===== config.mk =====
export PLATFORM = sky130hd
export DESIGN_NAME = sqe_ctrl
export DESIGN_NICKNAME = d
export VERILOG_FILES = /design/src/design/sqe_pkg.sv /design/src/design/sqe_ctrl.sv
export SDC_FILE = /design/constraint.sdc
export NUM_CORES = 1
export LEC_CHECK = 0
export ABC_AREA = 1
export BUFFER_PORTS_ARGS = -buffer_cell sky130_fd_sc_hd__buf_4
export CAP_MARGIN = 15
export CORE_UTILIZATION = 30
export DETAILED_ROUTE_END_ITERATION = 8
export PLACE_DENSITY = 0.52
export RECOVER_POWER = 50
export SYNTH_ARGS = -nofsm -noshare
export SYNTH_HDL_FRONTEND = slang
export SYNTH_SLANG_ARGS = --single-unit

===== constraint.sdc =====
create_clock -name clk -period 3.4 [get_ports clk]
set_input_delay 0.34 -clock clk [delete_from_list [all_inputs] [get_ports clk]]
set_output_delay 0.34 -clock clk [all_outputs]
set_load 0.05 [all_outputs]

===== src/design/sqe_pkg.sv =====
// Shared types and constants of the stroke quad expander.
// Used by sqe_ctrl, sqe_dpath and stroke_quad_expander; no dependencies.
package sqe_pkg;

    localparam int COORD_BITS = 24;
    localparam int INDEX_BITS = 32;
    localparam int COLOR_BITS = 32;
    localparam int WIDTH_BITS = 16;
    localparam int OFF_BITS   = 18;
    localparam int QUO_BITS   = 17;
    localparam int ROOT_STEPS = 32;
    localparam int ITEMS      = 10;
    localparam int VERTS      = 4;

    localparam logic [1:0] OP_LINE  = 2'd0;
    localparam logic [1:0] OP_POINT = 2'd1;
    localparam logic [1:0] OP_RECT  = 2'd2;
    localparam logic [1:0] OP_NONE  = 2'd3;

    localparam logic KIND_VERTEX = 1'b0;
    localparam logic KIND_INDEX  = 1'b1;

    typedef struct packed {
        logic       capture;
        logic       sq_load;
        logic       root_step;
        logic       mul_y;
        logic       mul_load;
        logic       div_load;
        logic       div_step;
        logic       store_x;
        logic       store_y;
        logic       emit_load;
        logic [3:0] emit_idx;
    } sqe_cmd_t;

    typedef struct packed {
        logic zero_len;
    } sqe_sts_t;

    // Corner order of the six indices of a quad.
    function automatic logic [1:0] idx_pattern(input logic [2:0] k);
        logic [1:0] p;
        unique case (k)
            3'd0:    p = 2'd0;
            3'd1:    p = 2'd1;
            3'd2:    p = 2'd2;
            3'd3:    p = 2'd1;
            3'd4:    p = 2'd3;
            3'd5:    p = 2'd2;
            default: p = 2'd0;
        endcase
        return p;
    endfunction

endpackage


===== src/design/sqe_ctrl.sv =====
// Sequencer of the stroke quad expander: square root, two divisions, emission.
// Depends on sqe_pkg.
module sqe_ctrl
    import sqe_pkg::*;
(
    input  logic       clk,
    input  logic       rst_n,
    input  logic       in_valid,
    input  logic [1:0] in_op,
    output logic       in_ready,
    output logic       out_valid,
    input  logic       out_ready,
    input  sqe_sts_t   sts,
    output sqe_cmd_t   cmd
);

    typedef enum logic [3:0] {
        S_IDLE, S_SQ, S_ROOT, S_MULX, S_LDX, S_DIVX,
        S_MULY, S_LDY, S_DIVY, S_STY, S_EMIT
    } state_t;

    state_t     state_reg, state_next;
    logic [4:0] cnt_reg, cnt_next;
    logic       valid_reg, valid_next;
    logic       accept, out_free;

    assign in_ready  = (state_reg == S_IDLE);
    assign accept    = in_valid && in_ready;
    assign out_free  = !valid_reg || out_ready;
    assign out_valid = valid_reg;

    always_comb
    begin
        state_next = state_reg;
        cnt_next   = cnt_reg;
        valid_next = valid_reg && !out_ready;
        cmd        = '0;
        cmd.emit_idx = cnt_reg[3:0];
        unique case (state_reg)
            S_IDLE:
            begin
                cnt_next = '0;
                if (accept)
                begin
                    cmd.capture = 1'b1;
                    unique case (in_op)
                        OP_LINE:  state_next = S_SQ;
                        OP_POINT: state_next = S_EMIT;
                        OP_RECT:  state_next = S_EMIT;
                        OP_NONE:  state_next = S_IDLE;
                    endcase
                end
            end
            S_SQ:
            begin
                cmd.sq_load = 1'b1;
                state_next  = sts.zero_len ? S_EMIT : S_ROOT;
            end
            S_ROOT:
            begin
                cmd.root_step = 1'b1;
                cnt_next      = cnt_reg + 5'd1;
                if (cnt_reg == 5'(ROOT_STEPS - 1))
                begin
                    cnt_next   = '0;
                    state_next = S_MULX;
                end
            end
            S_MULX:
            begin
                cmd.mul_load = 1'b1;
                state_next   = S_LDX;
            end
            S_LDX:
            begin
                cmd.div_load = 1'b1;
                state_next   = S_DIVX;
            end
            S_DIVX:
            begin
                cmd.div_step = 1'b1;
                cnt_next     = cnt_reg + 5'd1;
                if (cnt_reg == 5'(QUO_BITS - 1))
                begin
                    cnt_next   = '0;
                    state_next = S_MULY;
                end
            end
            S_MULY:
            begin
                cmd.store_x  = 1'b1;
                cmd.mul_y    = 1'b1;
                cmd.mul_load = 1'b1;
                state_next   = S_LDY;
            end
            S_LDY:
            begin
                cmd.div_load = 1'b1;
                state_next   = S_DIVY;
            end
            S_DIVY:
            begin
                cmd.div_step = 1'b1;
                cnt_next     = cnt_reg + 5'd1;
                if (cnt_reg == 5'(QUO_BITS - 1))
                begin
                    cnt_next   = '0;
                    state_next = S_STY;
                end
            end
            S_STY:
            begin
                cmd.store_y = 1'b1;
                state_next  = S_EMIT;
            end
            S_EMIT:
            begin
                if (out_free)
                begin
                    cmd.emit_load = 1'b1;
                    valid_next    = 1'b1;
                    cnt_next      = cnt_reg + 5'd1;
                    if (cnt_reg == 5'(ITEMS - 1))
                    begin
                        cnt_next   = '0;
                        state_next = S_IDLE;
                    end
                end
            end
            default: state_next = S_IDLE;
        endcase
    end

    always_ff @(posedge clk or negedge rst_n)
    begin
        if (!rst_n)
        begin
            state_reg <= S_IDLE;
            cnt_reg   <= '0;
            valid_reg <= 1'b0;
        end
        else
        begin
            state_reg <= state_next;
            cnt_reg   <= cnt_next;
            valid_reg <= valid_next;
        end
    end

endmodule


==> impl_results.md <==
* FP Rows at 19
* Finished Cell Area at roughly 0.0011 mm²
* Multi-input logic area at ~550 µm²
* Die H at 57.9 µm
* HP Start: out_ready
* Syn Area/Cell at about 6.5 µm²
* Synth warn at 0
* Layout cells sized above 1 at 21.8%
* Clk root buf: clkbuf_4
* Worst slack, placed at ~1700 ps
* Non-Filler Instances at between 150 and 200
* H-tree levels at 1
* Worst VDD drop at 0.399 mV
* Setup violations, final at 0
* RSZ-0062 raised after global routing: false
* CP Class: register to output port
* Area after DPL at 0.00110 mm²
* Hold Path Class: primary input to register
* Overflow after GRT at 0
* Setup_tns at 0 ps
* Area growth from synthesis to layout at 19.2%
* Worst-margin pin slew at between 500 and 600 ps
* Worst Slack Setup Final at 1510 ps
* IO buf count at 22
* Clock Sinks at 10
* Crit. End Element: output port
* I/O pins at 23
* Syn nets at about 160
* CTS Buffer Depth at 2
* Crit path DAT at between 1500 and 2000 ps
* CTS tree: built
* Vias at around 900
* Fin nets at 178
* Vias per cell at 4.48
* Fin Hold WS at approximately 350 ps
* Drt total wl at between 2 and 2.5 mm
* Worst-path clk slew at approximately 60 ps
* Vias in the first global route at 829
* Seq. cell area at about 250 µm²
* First-pass GRT wire length at 3.46 mm
* Average wire per standard cell at between 10 and 15 µm
* Max reg flops at 5
* Register area share after synthesis at 26.7%
* All-layer global routing usage at between 10% and 20%
* Setup crit start kind: register
* Mapped Cells at between 100 and 150
* Yosys reg bits at 10
* First-pass DRT Iterations at 6
* TritonCTS buffer count at 3
* Status: finished, violations left
* CP startpoint: state_reg[1]
* DP HPWL at 1.73 mm
* Clk_skew at approximately 1.5 ps
* Critical Path Fanout Max at 8
* Final Max Slew Viols at 0
* Resize count post-CTS at 0
* # DRC at 3
* Largest net degree at the start of global routing at 11
* Synth Cell Area at ~940 µm²
* Final core occ at roughly two fifths
* Failing checks: DRC
* Filler Cell Count at around 300
* Rel. slew slack at roughly three fifths
* Worst R2R Start: cnt_reg[0]
* Most frequent cells in the layout: nand2_1, inv_1, nor2_1
* Req. time, crit path at slightly above 3000 ps
* Fin. Hold Viols at 0
* GPL Wtd Cong at around 0.9
* Core footprint at between 0.002 and 0.003 mm²
* N_diodes at 0
* Tcrit/Tclk final at between 50 and 60%
* Fmax at 0.528 GHz
* Later-pin clock latency in the skew report at about 260 ps
* Die X at roughly 58 µm
* Iteration-0 DRC Markers at 24
* ANT nets after route at 0
* Max_cap viols at 0
* Die Area at around 0.0034 mm²
* Netlist cell types at 21
* Most common cell after layout, fill and taps aside: nand2_1
* Total chip power at 1.02 mW
* Crit path time final at roughly 1900 ps
* Initial antenna violation count at 0
* Starting density of the core at between 30% and 40%
* Static Leak at between 0.6 and 0.7 nW
* Placed Cells at ~190
* PwrDens at 917 mW/mm²
## path summary, 6_finish.rpt
check	slack (ps)	depth (start not counted)	end
worst max-delay path	1510	5	cmd[11]
worst min-delay path	350	4	out_valid
worst max register to register	1730	10	state_reg[0]
worst min register to register	560	2	cnt_reg[3]
max in group asynchronous	2490	2	state_reg[3]
min in group asynchronous	560	2	cnt_reg[0]
## area by class of cell
class	instances	share of cell area, %
clock buffers	4	3.25
well taps	31	3.47
repair buffers	23	13.7
inverters	25	8.40
flip-flops and latches	10	22.4
multi-input cells	103	48.8
## metal layers
layer | track usage (%) | part of all wire [%] | vias up
met5 | 0 | 0 | -
met4 | 6.12 | 0.69 | 0
met2 | 19.5 | 45 | 10
met1 | 19.2 | 52 | 388
met3 | 2.01 | 2.5 | 2
li1 | - | - | 479
## critical path, cell delays in order (launching register included)
cell,delay [ps]
dfrtp_1,530
inv_2,70
nor2_1,220
nand2_1,170
inv_1,100
buf_4,200
## kinds of logic after synthesis
logic type / Yosys count / synth area share [%]
adder cells (fa/ha/maj): 5 / 6.68
XOR/XNOR: 1 / 0.935
flip-flops: 10 / 26.7
AND/OR/NAND/NOR: 92 / 47.3
buffers and inverters: 31 / 14.8
AO/OA/AOI/OAI: 5 / 3.60
## synth_stat cells
master	count	share of area, %
nand2_1	40	16
inv_1	22	8.8
nand3_1	18	9.6
nor2_1	18	7.2
dfrtp_1	10	27
buf_4	6	4.8
ha_1	5	6.7
inv_2	3	1.2
nand2_2	3	2.0
nand2_4	3	3.6
nand3_2	3	3.2
nor2_2	3	2.0
o21bai_1	2	1.6
a21oi_1	1	0.53
nand4_1	1	0.67
nor2_4	1	1.2
nor3_2	1	1.1
nor4_1	1	0.67
o21ai_0	1	0.53
o21ai_2	1	0.93
xor2_1	1	0.93
## power by group
group          switching, mW  leakage, nW  internal [mW]
Combinational          0.511        0.524          0.206
Sequential            0.0501        0.134          0.155
Clock                 0.0377       0.0210         0.0649
## what timing repair did
action | in CTS | in global routing
hold buffers | 1 | 0
buffers inserted | 0 | 0
hold endpoints to repair | 10 | 0
(Power assumes the default switching activity.)
